===== config.mk =====
export PLATFORM = sky130hd
export DESIGN_NAME = cursor_doubly_linked_list
export DESIGN_NICKNAME = d
export VERILOG_FILES = /design/src/design/cdll_pkg.sv /design/src/design/cdll_sequencer.sv /design/src/design/cdll_datapath.sv /design/src/design/cursor_doubly_linked_list.sv
export SDC_FILE = /design/constraint.sdc
export NUM_CORES = 2
export LEC_CHECK = 0
export BUFFER_PORTS_ARGS = -buffer_cell sky130_fd_sc_hd__buf_2
export CORE_UTILIZATION = 35
export CTS_BUF_LIST = sky130_fd_sc_hd__clkbuf_4
export CTS_CLUSTER_SIZE = 30
export DETAILED_ROUTE_END_ITERATION = 10
export SLEW_MARGIN = 40
export SYNTH_ARGS = -nofsm -noshare
export SYNTH_HDL_FRONTEND = slang
export SYNTH_SLANG_ARGS = --single-unit

===== constraint.sdc =====
create_clock -name clock -period 6.42 [get_ports clock]
set_input_delay 1.284 -clock clock [delete_from_list [all_inputs] [get_ports clock]]
set_output_delay 1.284 -clock clock [all_outputs]
set_load 0.005 [all_outputs]

===== src/design/cdll_pkg.sv =====
// Shared definitions for the cursor linked list: operation and status codes,
// microcode program, dispatch table and the control structs between the
// sequencer and the datapath. No dependencies.
`default_nettype none

package cdll_pkg;

   // defaults for the top-level parameters
   localparam int POOL_NODES_DEF = 64;
   localparam int COORD_BITS_DEF = 16;

   // fixed field widths and stream packing
   localparam int OP_W      = 4;
   localparam int FIELD_W   = 16;
   localparam int STATUS_W  = 2;
   localparam int TDATA_W   = 40;
   localparam int REQ_X_LO  = OP_W;
   localparam int REQ_Y_LO  = OP_W + FIELD_W;
   localparam int RSP_PAD_W = TDATA_W - (2 * FIELD_W + 2 + STATUS_W);

   // operation codes
   localparam logic [OP_W-1:0] OP_HEAD      = 4'd0;
   localparam logic [OP_W-1:0] OP_TAIL      = 4'd1;
   localparam logic [OP_W-1:0] OP_PREV      = 4'd2;
   localparam logic [OP_W-1:0] OP_NEXT      = 4'd3;
   localparam logic [OP_W-1:0] OP_READ      = 4'd4;
   localparam logic [OP_W-1:0] OP_MODIFY    = 4'd5;
   localparam logic [OP_W-1:0] OP_REMOVE    = 4'd6;
   localparam logic [OP_W-1:0] OP_INS_RIGHT = 4'd7;
   localparam logic [OP_W-1:0] OP_INS_LEFT  = 4'd8;

   // status codes
   localparam logic [STATUS_W-1:0] ST_DONE    = 2'd0;
   localparam logic [STATUS_W-1:0] ST_IGNORED = 2'd1;
   localparam logic [STATUS_W-1:0] ST_FULL    = 2'd2;

   // microcode actions
   localparam int ACT_W = 4;
   localparam logic [ACT_W-1:0] A_IDLE     = 4'd0;
   localparam logic [ACT_W-1:0] A_DISPATCH = 4'd1;
   localparam logic [ACT_W-1:0] A_HEAD     = 4'd2;
   localparam logic [ACT_W-1:0] A_TAIL     = 4'd3;
   localparam logic [ACT_W-1:0] A_RD_LINK  = 4'd4;
   localparam logic [ACT_W-1:0] A_GO       = 4'd5;
   localparam logic [ACT_W-1:0] A_MODIFY   = 4'd6;
   localparam logic [ACT_W-1:0] A_UNLINK   = 4'd7;
   localparam logic [ACT_W-1:0] A_ALLOC    = 4'd8;
   localparam logic [ACT_W-1:0] A_TAKE     = 4'd9;
   localparam logic [ACT_W-1:0] A_LINK_NEW = 4'd10;
   localparam logic [ACT_W-1:0] A_LINK_NBR = 4'd11;
   localparam logic [ACT_W-1:0] A_FETCH    = 4'd12;
   localparam logic [ACT_W-1:0] A_RESP     = 4'd13;

   // program addresses
   localparam int PC_W = 4;
   localparam logic [PC_W-1:0] PC_IDLE     = 4'd0;
   localparam logic [PC_W-1:0] PC_DISPATCH = 4'd1;
   localparam logic [PC_W-1:0] PC_HEAD     = 4'd2;
   localparam logic [PC_W-1:0] PC_TAIL     = 4'd3;
   localparam logic [PC_W-1:0] PC_MOVE     = 4'd4;
   localparam logic [PC_W-1:0] PC_MOVE_GO  = 4'd5;
   localparam logic [PC_W-1:0] PC_MODIFY   = 4'd6;
   localparam logic [PC_W-1:0] PC_REMOVE   = 4'd7;
   localparam logic [PC_W-1:0] PC_UNLINK   = 4'd8;
   localparam logic [PC_W-1:0] PC_ALLOC    = 4'd9;
   localparam logic [PC_W-1:0] PC_TAKE     = 4'd10;
   localparam logic [PC_W-1:0] PC_LINK_NEW = 4'd11;
   localparam logic [PC_W-1:0] PC_LINK_NBR = 4'd12;
   localparam logic [PC_W-1:0] PC_FETCH    = 4'd13;
   localparam logic [PC_W-1:0] PC_RESP     = 4'd14;

   typedef struct packed {
      logic [ACT_W-1:0] act;
      logic             jump;    // 1: go to target, 0: fall through
      logic [PC_W-1:0]  target;
   } uword_type;

   // sequencer -> datapath
   typedef struct packed {
      logic [ACT_W-1:0] act;
      logic             step;    // action takes effect this cycle
   } ctrl_type;

   // datapath -> sequencer
   typedef struct packed {
      logic [OP_W-1:0] op;
      logic            off;
      logic            empty;
      logic            full;
   } flags_type;

   typedef struct packed {
      logic [PC_W-1:0]     pc;
      logic [STATUS_W-1:0] status;
   } disp_type;

   // control store
   function automatic uword_type ucode(input logic [PC_W-1:0] pc);
      uword_type w;
      case (pc)
         PC_IDLE:     w = '{A_IDLE,     1'b0, PC_IDLE};
         PC_DISPATCH: w = '{A_DISPATCH, 1'b0, PC_IDLE};
         PC_HEAD:     w = '{A_HEAD,     1'b1, PC_FETCH};
         PC_TAIL:     w = '{A_TAIL,     1'b1, PC_FETCH};
         PC_MOVE:     w = '{A_RD_LINK,  1'b0, PC_IDLE};
         PC_MOVE_GO:  w = '{A_GO,       1'b1, PC_FETCH};
         PC_MODIFY:   w = '{A_MODIFY,   1'b1, PC_FETCH};
         PC_REMOVE:   w = '{A_RD_LINK,  1'b0, PC_IDLE};
         PC_UNLINK:   w = '{A_UNLINK,   1'b1, PC_FETCH};
         PC_ALLOC:    w = '{A_ALLOC,    1'b0, PC_IDLE};
         PC_TAKE:     w = '{A_TAKE,     1'b0, PC_IDLE};
         PC_LINK_NEW: w = '{A_LINK_NEW, 1'b0, PC_IDLE};
         PC_LINK_NBR: w = '{A_LINK_NBR, 1'b0, PC_IDLE};
         PC_FETCH:    w = '{A_FETCH,    1'b0, PC_IDLE};
         PC_RESP:     w = '{A_RESP,     1'b1, PC_IDLE};
         default:     w = '{A_IDLE,     1'b1, PC_IDLE};
      endcase
      return w;
   endfunction

   // entry point and status for a request
   function automatic disp_type dispatch(input flags_type f);
      disp_type d;
      d = '{PC_FETCH, ST_DONE};
      case (f.op)
         OP_HEAD: d.pc = PC_HEAD;
         OP_TAIL: d.pc = PC_TAIL;
         OP_PREV, OP_NEXT: begin
            if (f.off) d.status = ST_IGNORED;
            else       d.pc     = PC_MOVE;
         end
         OP_READ: begin
            if (f.off) d.status = ST_IGNORED;
         end
         OP_MODIFY: begin
            if (f.off) d.status = ST_IGNORED;
            else       d.pc     = PC_MODIFY;
         end
         OP_REMOVE: begin
            if (f.off) d.status = ST_IGNORED;
            else       d.pc     = PC_REMOVE;
         end
         OP_INS_RIGHT, OP_INS_LEFT: begin
            if (!f.empty && f.off) d.status = ST_IGNORED;
            else if (f.full)       d.status = ST_FULL;
            else                   d.pc     = PC_ALLOC;
         end
         default: d = '{PC_FETCH, ST_DONE};
      endcase
      return d;
   endfunction

endpackage

`default_nettype wire


===== src/design/cdll_sequencer.sv =====
// Microcode sequencer: step counter, control store lookup and the request
// dispatch jump. Depends on cdll_pkg.
`default_nettype none

module cdll_sequencer
   import cdll_pkg::*;
(
   input  wire logic      clock,
   input  wire logic      reset,
   input  wire logic      req_tvalid,
   input  wire logic      rsp_free,
   input  wire flags_type flags,
   output logic           req_tready,
   output ctrl_type       ctrl
);

   logic [PC_W-1:0] pc_ff, pc_in;
   uword_type       uword;
   disp_type        disp;

   assign uword      = ucode(pc_ff);
   assign disp       = dispatch(flags);
   assign req_tready = (uword.act == A_IDLE);

   always_comb begin
      ctrl.act  = uword.act;
      ctrl.step = 1'b1;
      pc_in     = uword.jump ? uword.target : pc_ff + 1'b1;
      case (uword.act)
         A_IDLE: begin
            ctrl.step = req_tvalid;
            if (!req_tvalid) pc_in = pc_ff;
         end
         A_DISPATCH: pc_in = disp.pc;
         A_RESP: begin
            // hold until the output register can take the response
            ctrl.step = rsp_free;
            if (!rsp_free) pc_in = pc_ff;
         end
         default: ;
      endcase
   end

   always_ff @(posedge clock) begin
      if (reset) pc_ff <= PC_IDLE;
      else       pc_ff <= pc_in;
   end

endmodule

`default_nettype wire


===== src/design/cdll_datapath.sv =====
// Datapath: node and link memories, free stack, cursor and sentinel links,
// and the response register. Driven by control words from cdll_sequencer.
`default_nettype none

module cdll_datapath
   import cdll_pkg::*;
#(
   parameter int POOL_NODES = POOL_NODES_DEF,
   parameter int COORD_BITS = COORD_BITS_DEF
) (
   input  wire logic               clock,
   input  wire logic               reset,
   input  wire ctrl_type           ctrl,
   input  wire logic [TDATA_W-1:0] req_tdata,
   input  wire logic               rsp_tready,
   output flags_type               flags,
   output logic                    rsp_free,
   output logic                    rsp_tvalid,
   output logic [TDATA_W-1:0]      rsp_tdata
);

   localparam int IDX_W   = $clog2(POOL_NODES);
   localparam int FRESH_W = IDX_W + 1;

   typedef logic [IDX_W-1:0]             idx_type;
   typedef logic signed [COORD_BITS-1:0] coord_type;

   // memories
   coord_type node_x_mem [POOL_NODES];
   coord_type node_y_mem [POOL_NODES];
   idx_type   pred_mem   [POOL_NODES];
   idx_type   succ_mem   [POOL_NODES];
   idx_type   stk_mem    [POOL_NODES];

   logic [OP_W-1:0]     op_ff;
   coord_type           cx_ff, cy_ff;
   idx_type             cur_ff, cur_in;
   idx_type             nbr_ff, new_ff;
   logic [STATUS_W-1:0] status_ff;
   idx_type             sent_pred_ff, sent_succ_ff;
   idx_type             stk_cnt_ff;
   logic [FRESH_W-1:0]  fresh_ff;
   logic                rd_sent_ff;
   idx_type             pred_q_ff, succ_q_ff, stk_q_ff;
   coord_type           nx_q_ff, ny_q_ff;
   logic                rsp_valid_ff;
   logic [TDATA_W-1:0]  rsp_data_ff;

   logic                is_right, do_act;
   idx_type             pred_res, succ_res, new_id;
   disp_type            disp;
   logic                pred_we, succ_we, node_we;
   idx_type             pred_wa, pred_wd, succ_wa, succ_wd, node_wa;
   logic [FIELD_W-1:0]  val_x, val_y;

   assign flags.op    = op_ff;
   assign flags.off   = (cur_ff == '0);
   assign flags.empty = (sent_pred_ff == '0);
   assign flags.full  = (stk_cnt_ff == '0) && (fresh_ff == FRESH_W'(POOL_NODES));
   assign disp        = dispatch(flags);

   assign is_right = (op_ff == OP_INS_RIGHT);
   assign do_act   = ctrl.step;

   // link read data, with the sentinel links held in registers
   assign pred_res = rd_sent_ff ? sent_pred_ff : pred_q_ff;
   assign succ_res = rd_sent_ff ? sent_succ_ff : succ_q_ff;

   // recycled nodes first, then nodes never used since reset
   assign new_id = (stk_cnt_ff != '0) ? stk_q_ff : fresh_ff[IDX_W-1:0];

   // link write ports
   always_comb begin
      pred_we = 1'b0;
      pred_wa = '0;
      pred_wd = '0;
      succ_we = 1'b0;
      succ_wa = '0;
      succ_wd = '0;
      case (ctrl.act)
         A_UNLINK: begin
            pred_we = 1'b1;
            pred_wa = succ_res;
            pred_wd = pred_res;
            succ_we = 1'b1;
            succ_wa = pred_res;
            succ_wd = succ_res;
         end
         A_LINK_NEW: begin
            pred_we = 1'b1;
            pred_wa = new_ff;
            pred_wd = is_right ? cur_ff : nbr_ff;
            succ_we = 1'b1;
            succ_wa = new_ff;
            succ_wd = is_right ? nbr_ff : cur_ff;
         end
         A_LINK_NBR: begin
            pred_we = 1'b1;
            pred_wa = is_right ? nbr_ff : cur_ff;
            pred_wd = new_ff;
            succ_we = 1'b1;
            succ_wa = is_right ? cur_ff : nbr_ff;
            succ_wd = new_ff;
         end
         default: ;
      endcase
   end

   assign node_we = (ctrl.act == A_MODIFY) || (ctrl.act == A_TAKE);
   assign node_wa = (ctrl.act == A_TAKE) ? new_id : cur_ff;

   always_ff @(posedge clock) begin
      if (pred_we && pred_wa != '0) pred_mem[pred_wa] <= pred_wd;
      if (succ_we && succ_wa != '0) succ_mem[succ_wa] <= succ_wd;
      if (node_we) begin
         node_x_mem[node_wa] <= cx_ff;
         node_y_mem[node_wa] <= cy_ff;
      end
      if (ctrl.act == A_UNLINK) stk_mem[stk_cnt_ff] <= cur_ff;

      if (ctrl.act == A_RD_LINK || ctrl.act == A_ALLOC) begin
         pred_q_ff  <= pred_mem[cur_ff];
         succ_q_ff  <= succ_mem[cur_ff];
         rd_sent_ff <= (cur_ff == '0);
      end
      if (ctrl.act == A_ALLOC) stk_q_ff <= stk_mem[stk_cnt_ff - 1'b1];
      if (ctrl.act == A_FETCH) begin
         nx_q_ff <= node_x_mem[cur_ff];
         ny_q_ff <= node_y_mem[cur_ff];
      end
   end

   // cursor
   always_comb begin
      cur_in = cur_ff;
      case (ctrl.act)
         A_HEAD:     if (sent_pred_ff != '0) cur_in = sent_succ_ff;
         A_TAIL:     if (sent_pred_ff != '0) cur_in = sent_pred_ff;
         A_GO:       cur_in = (op_ff == OP_PREV) ? pred_res : succ_res;
         A_UNLINK:   cur_in = pred_res;
         A_LINK_NBR: cur_in = new_ff;
         default:    ;
      endcase
   end

   // control state
   always_ff @(posedge clock) begin
      if (reset) begin
         cur_ff       <= '0;
         sent_pred_ff <= '0;
         sent_succ_ff <= '0;
         stk_cnt_ff   <= '0;
         fresh_ff     <= FRESH_W'(1);
      end else begin
         cur_ff <= cur_in;
         if (pred_we && pred_wa == '0) sent_pred_ff <= pred_wd;
         if (succ_we && succ_wa == '0) sent_succ_ff <= succ_wd;
         if (ctrl.act == A_UNLINK) stk_cnt_ff <= stk_cnt_ff + 1'b1;
         if (ctrl.act == A_TAKE) begin
            if (stk_cnt_ff != '0) stk_cnt_ff <= stk_cnt_ff - 1'b1;
            else                  fresh_ff   <= fresh_ff + 1'b1;
         end
      end
   end

   // request capture and working registers
   always_ff @(posedge clock) begin
      if (ctrl.act == A_IDLE && do_act) begin
         op_ff <= req_tdata[OP_W-1:0];
         cx_ff <= COORD_BITS'(signed'(req_tdata[REQ_X_LO +: FIELD_W]));
         cy_ff <= COORD_BITS'(signed'(req_tdata[REQ_Y_LO +: FIELD_W]));
      end
      if (ctrl.act == A_DISPATCH) status_ff <= disp.status;
      if (ctrl.act == A_TAKE) begin
         new_ff <= new_id;
         nbr_ff <= is_right ? succ_res : pred_res;
      end
   end

   // response register
   assign val_x      = flags.off ? '0 : FIELD_W'(nx_q_ff);
   assign val_y      = flags.off ? '0 : FIELD_W'(ny_q_ff);
   assign rsp_free   = !rsp_valid_ff || rsp_tready;
   assign rsp_tvalid = rsp_valid_ff;
   assign rsp_tdata  = rsp_data_ff;

   always_ff @(posedge clock) begin
      if (reset) begin
         rsp_valid_ff <= 1'b0;
      end else if (ctrl.act == A_RESP && do_act) begin
         rsp_valid_ff <= 1'b1;
      end else if (rsp_tready) begin
         rsp_valid_ff <= 1'b0;
      end
   end

   always_ff @(posedge clock) begin
      if (ctrl.act == A_RESP && do_act) begin
         rsp_data_ff <= {{RSP_PAD_W{1'b0}}, status_ff, flags.off, flags.empty, val_y, val_x};
      end
   end

endmodule

`default_nettype wire


===== src/design/cursor_doubly_linked_list.sv =====
// Top level of the cursor linked list: joins the microcode sequencer and the
// datapath. Depends on cdll_pkg, cdll_sequencer and cdll_datapath.
//
// Usage:
//   A circular doubly linked list of (x, y) pairs with a sentinel node and a
//   cursor, kept in a pool of POOL_NODES nodes. Each request on the req_
//   stream carries one operation (head, tail, prev, next, read, modify,
//   remove, insert right, insert left) and a pair. Each request yields
//   exactly one response on the rsp_ stream: the pair under the cursor
//   afterwards (zero when the cursor sits on the sentinel), the empty and
//   off-list flags and a status (done, ignored, pool full).
//   One request is worked at a time; the sequencer returns to idle in the
//   cycle after the response is loaded and can then take the next request.
//   The number of steps per request is set by the single write port of
//   each link memory (insert rewrites two links per memory) and by the
//   registered memory reads before each use.
//   Reset makes the list empty with the cursor on the sentinel; no clearing
//   pass is needed, nodes are handed out from a fresh counter first.
//   If the receiver stalls, the response waits in the output register while
//   the next request is accepted and worked; that one waits to load its
//   response until the register is taken.
`default_nettype none

module cursor_doubly_linked_list
   import cdll_pkg::*;
#(
   parameter int POOL_NODES = POOL_NODES_DEF,
   parameter int COORD_BITS = COORD_BITS_DEF
) (
   input  wire logic               clock,
   input  wire logic               reset,
   // request stream
   input  wire logic               req_tvalid,
   output logic                    req_tready,
   // [3:0] operation, [19:4] coord_x, [35:20] coord_y, [39:36] zero
   input  wire logic [TDATA_W-1:0] req_tdata,
   // response stream
   output logic                    rsp_tvalid,
   input  wire logic               rsp_tready,
   // [15:0] value_x, [31:16] value_y, [32] list_empty, [33] off_list,
   // [35:34] status, [39:36] zero
   output logic [TDATA_W-1:0]      rsp_tdata
);

   ctrl_type  ctrl;
   flags_type flags;
   logic      rsp_free;

   cdll_sequencer u_seq (
      .clock      (clock),
      .reset      (reset),
      .req_tvalid (req_tvalid),
      .rsp_free   (rsp_free),
      .flags      (flags),
      .req_tready (req_tready),
      .ctrl       (ctrl)
   );

   cdll_datapath #(
      .POOL_NODES (POOL_NODES),
      .COORD_BITS (COORD_BITS)
   ) u_dp (
      .clock      (clock),
      .reset      (reset),
      .ctrl       (ctrl),
      .req_tdata  (req_tdata),
      .rsp_tready (rsp_tready),
      .flags      (flags),
      .rsp_free   (rsp_free),
      .rsp_tvalid (rsp_tvalid),
      .rsp_tdata  (rsp_tdata)
   );

endmodule

`default_nettype wire

==> impl_metrics.toml <==
[place]
gp_congestion = 0.847
place.detailed.hpwl_um = 177000
io_buffer_count = 77
place_area_sq_um = 138000

[synthesis]
yosys.area.top_type = "edfxtp_1"
ys_types = 72
synth_edf_count = 3337
synth_area_sq_um = 130000
syn_inst = 5622
ys.flop_type = "edfxtp_1"
synth_area_per_cell_sq_um = 23.1
yosysWarnings = 0
yosysSeqAreaShare_pct = 77.7
yosys.area.top_type_share_pct = 77.0
synthArstFlopShare_pct = 0
synthTopCellsByArea = "edfxtp_1 (77%), mux4_2 (17%), nor2_1 (0.92%)"
synth_seq_cells = 3379

[timing]
worst_pin_slew_ns = 0.932
finClkSkew_ns = 0.160
hold_violations = 0
final_max_slew_viol_count = 0
rsz0062_at_grt = "false"
slew_headroom_pct = 37.9
min_period_ns = 4.65
setup_viol = 0
min_period_over_period_pct = 72.4
finalSetupTns_ns = 0
max_freq_mhz = 215

[min_path]
holdPathEnd = "u_dp.cy_ff[15]$_DFFE_PP_"
holdCritPathClass = "primary input to flip-flop"
hold_start = "req_tdata[35]"
hold_depth = 1

[routing]
wl_met2_um = 159000
vias_per_cell = 5.22
wl_met3_um = 20100
wire_per_inst_um = 26.1
ant_nets = 0
firstDrtPassIters = 6
vias = 62586
met1Wirelength_um = 125000
topRoutingLayerUsed = "met5"
drt_iter0_drc = 6216
postRouteWirelength_um = 313000
drc = 0

[cells_and_area]
fin_area_sq_um = 149000
final_util_pct = 40.2
mostFrequentLayoutCells = "edfxtp_1 (3337), clkbuf_4 (1157), mux4_2 (997), nor2_1 (252), clkinv_1 (176)"
final_common_cell = "edfxtp_1"
multi_input_area_sq_um = 28500
nNetsFinal = 6510
drive_gt1_share_pct = 37.3
fill_cells = 32842
area_growth_pct = 14.3
regArea_sq_um = 101000

[clock_network]
cts_hold_buf = 31
numCtsBuffers = 801
path_clk_slew_ns = 0.06
cts_buffer_depth = 4
post_cts_buffers = 0
htree_levels = 6
cts_tree = "yes"
cts-root-buf = "clkbuf_4"
cts.sinks = 3379
post_cts_resized = 0
clkLatencyLatePin_ns = 1.40

[floorplan]
die_h_um = 612
coreArea_sq_um = 369000
start_util_pct = 35.2
pin_count = 86
fp.dieArea_sq_um = 374000
die_w_um = 612
num_rows = 223

[setup_path]
crit_fanout = 18
slowest_stage = "nor2_4"
cp-end-kind = "flip-flop"
max_stage_delay_ns = 0.83
regToRegEndpoint = "u_dp.node_x_mem[4][8]$_DFFE_PP_"
r2r_slack_ns = 1.77
path_common_cell = "nand2_1"
cp.required_ns = 7.43
arrival_ns = 5.66
reg2regPathDepth = 7
rr_startpoint = "u_dp.stk_cnt_ff[3]$_SDFF_PP0_"
cp_cell_sequence = "or3_1 -> o21ai_0 -> nand2_1 -> o21bai_1 -> nand2_1 -> nor2_4 -> buf_4"
start_kind = "flip-flop"
critPathKind = "flip-flop to flip-flop"

[global_routing]
grt_overflow = 0
grt_pass1_wl_um = 450000
grt_max_degree = 139
grt_pass1_vias = 65612
grtUsageTotal_pct = 16.5
antenna_found_initial = 18

[power]
peakVddDrop_uv = 222
power_density_nw_per_um2 = 302
p_total_uw = 44900
leakagePower_uw = 0.0442

[flow_run]
maxCapViolations = 0

[run_status]
outcome = "complete, no violations"
## area by class of cell
type / count / share of cell area, %
well taps: 4950 / 4.17
clock inverters: 233 / 0.935
multi-input cells: 1943 / 19.2
repair buffers: 314 / 1.81
clock buffers: 1157 / 5.84
flip-flops and latches: 3379 / 68.0
diodes: 7 / 0.0118
inverters: 16 / 0.0404
## worst max-delay path: cells and delay by family (launching register included)
kind / cells / cell delay [ns]
simple gates: 4 / 2.34
compound gates: 2 / 0.99
flops: 1 / 0.48
buf+inv: 1 / 0.43
## routing by layer
layer	vias to the layer above	track usage (%)
met5	-	0
met2	2464	28.0
met1	33405	21.3
met4	8	5.40
li1	26221	-
met3	488	3.11
## metrics by stage
step           instances  setup slack (ns)  hold WS, ns
3_5_place_dp       10563              1.77        0.499
6_report           11999              1.77        0.191
2_1_floorplan       5637             0.855        0.400
5_1_grt            11995              1.64       0.0726
4_1_cts            11984              1.65       0.0281
3_3_place_gp       10548              1.56        0.487
## cell usage after synthesis (all sizes together), types with 12 or more instances
master and count:
buf 115, a22oi 100, dfxtp 42, edfxtp 3337
o21ai 28, nand2 121, mux2i 31, a21oi 30
nor3 21, nor2b 20, nand2b 13, xnor2 12
mux4 997, mux2 14, inv 16, nor2 319
a211oi 16, and2 41, clkbuf 184, nand3 25
## power breakdown
part	switching (uW)	leakage [uW]	total [uW]	internal [uW]
Sequential	143	0.0299	25200	25000
Combinational	1840	0.00835	2520	680
Clock	8390	0.00595	17200	8860
Total	10400	0.0442	44900	34600
## kinds of logic after synthesis
| kind of cell | count (synthesis) | share of synthesized area [%] |
|---|---|---|
| mux | 1042 | 17.6 |
| fa+ha+maj | 11 | 0.106 |
| xor+xnor | 18 | 0.121 |
| flops | 3379 | 77.7 |
| other cells | 1 | 0.00288 |
| simple gates | 616 | 2.16 |
| buf+inv | 315 | 0.981 |
| compound gates | 240 | 1.32 |
## sequential cells by signal (all words and copies together), names as in the netlist, 7 cells and up
name	count
u_dp.ny_q_ff	16
u_dp.fresh_ff	7
u_dp.cy_ff	16
u_dp.stk_mem	384
u_dp.succ_mem	384
u_dp.node_x_mem	1024
u_dp.cx_ff	16
u_dp.node_y_mem	1024
u_dp.nx_q_ff	16
u_dp.rsp_tdata	36
u_dp.pred_mem	384
## worst max-delay path by stage
stage                                             start  slack (ns)                           endpoint  cells after the start
after global placement    u_dp.stk_cnt_ff[0]$_SDFF_PP0_        1.56   u_dp.node_y_mem[63][0]$_DFFE_PP_                      8
final                     u_dp.stk_cnt_ff[3]$_SDFF_PP0_        1.77    u_dp.node_x_mem[4][8]$_DFFE_PP_                      7
after CTS                        u_seq.uword[5]$_DFF_P_        1.65  u_dp.node_y_mem[60][13]$_DFFE_PP_                      7
after global routing      u_dp.stk_cnt_ff[3]$_SDFF_PP0_        1.64    u_dp.node_x_mem[4][8]$_DFFE_PP_                      7
after floorplan             u_dp.cur_ff[0]$_SDFFE_PP0P_        0.85      u_dp.pred_mem[0][0]$_DFFE_PP_                      6
after detailed placement         u_seq.uword[5]$_DFF_P_        1.77  u_dp.node_x_mem[60][10]$_DFFE_PP_                      7
(Power assumes the default switching activity.)
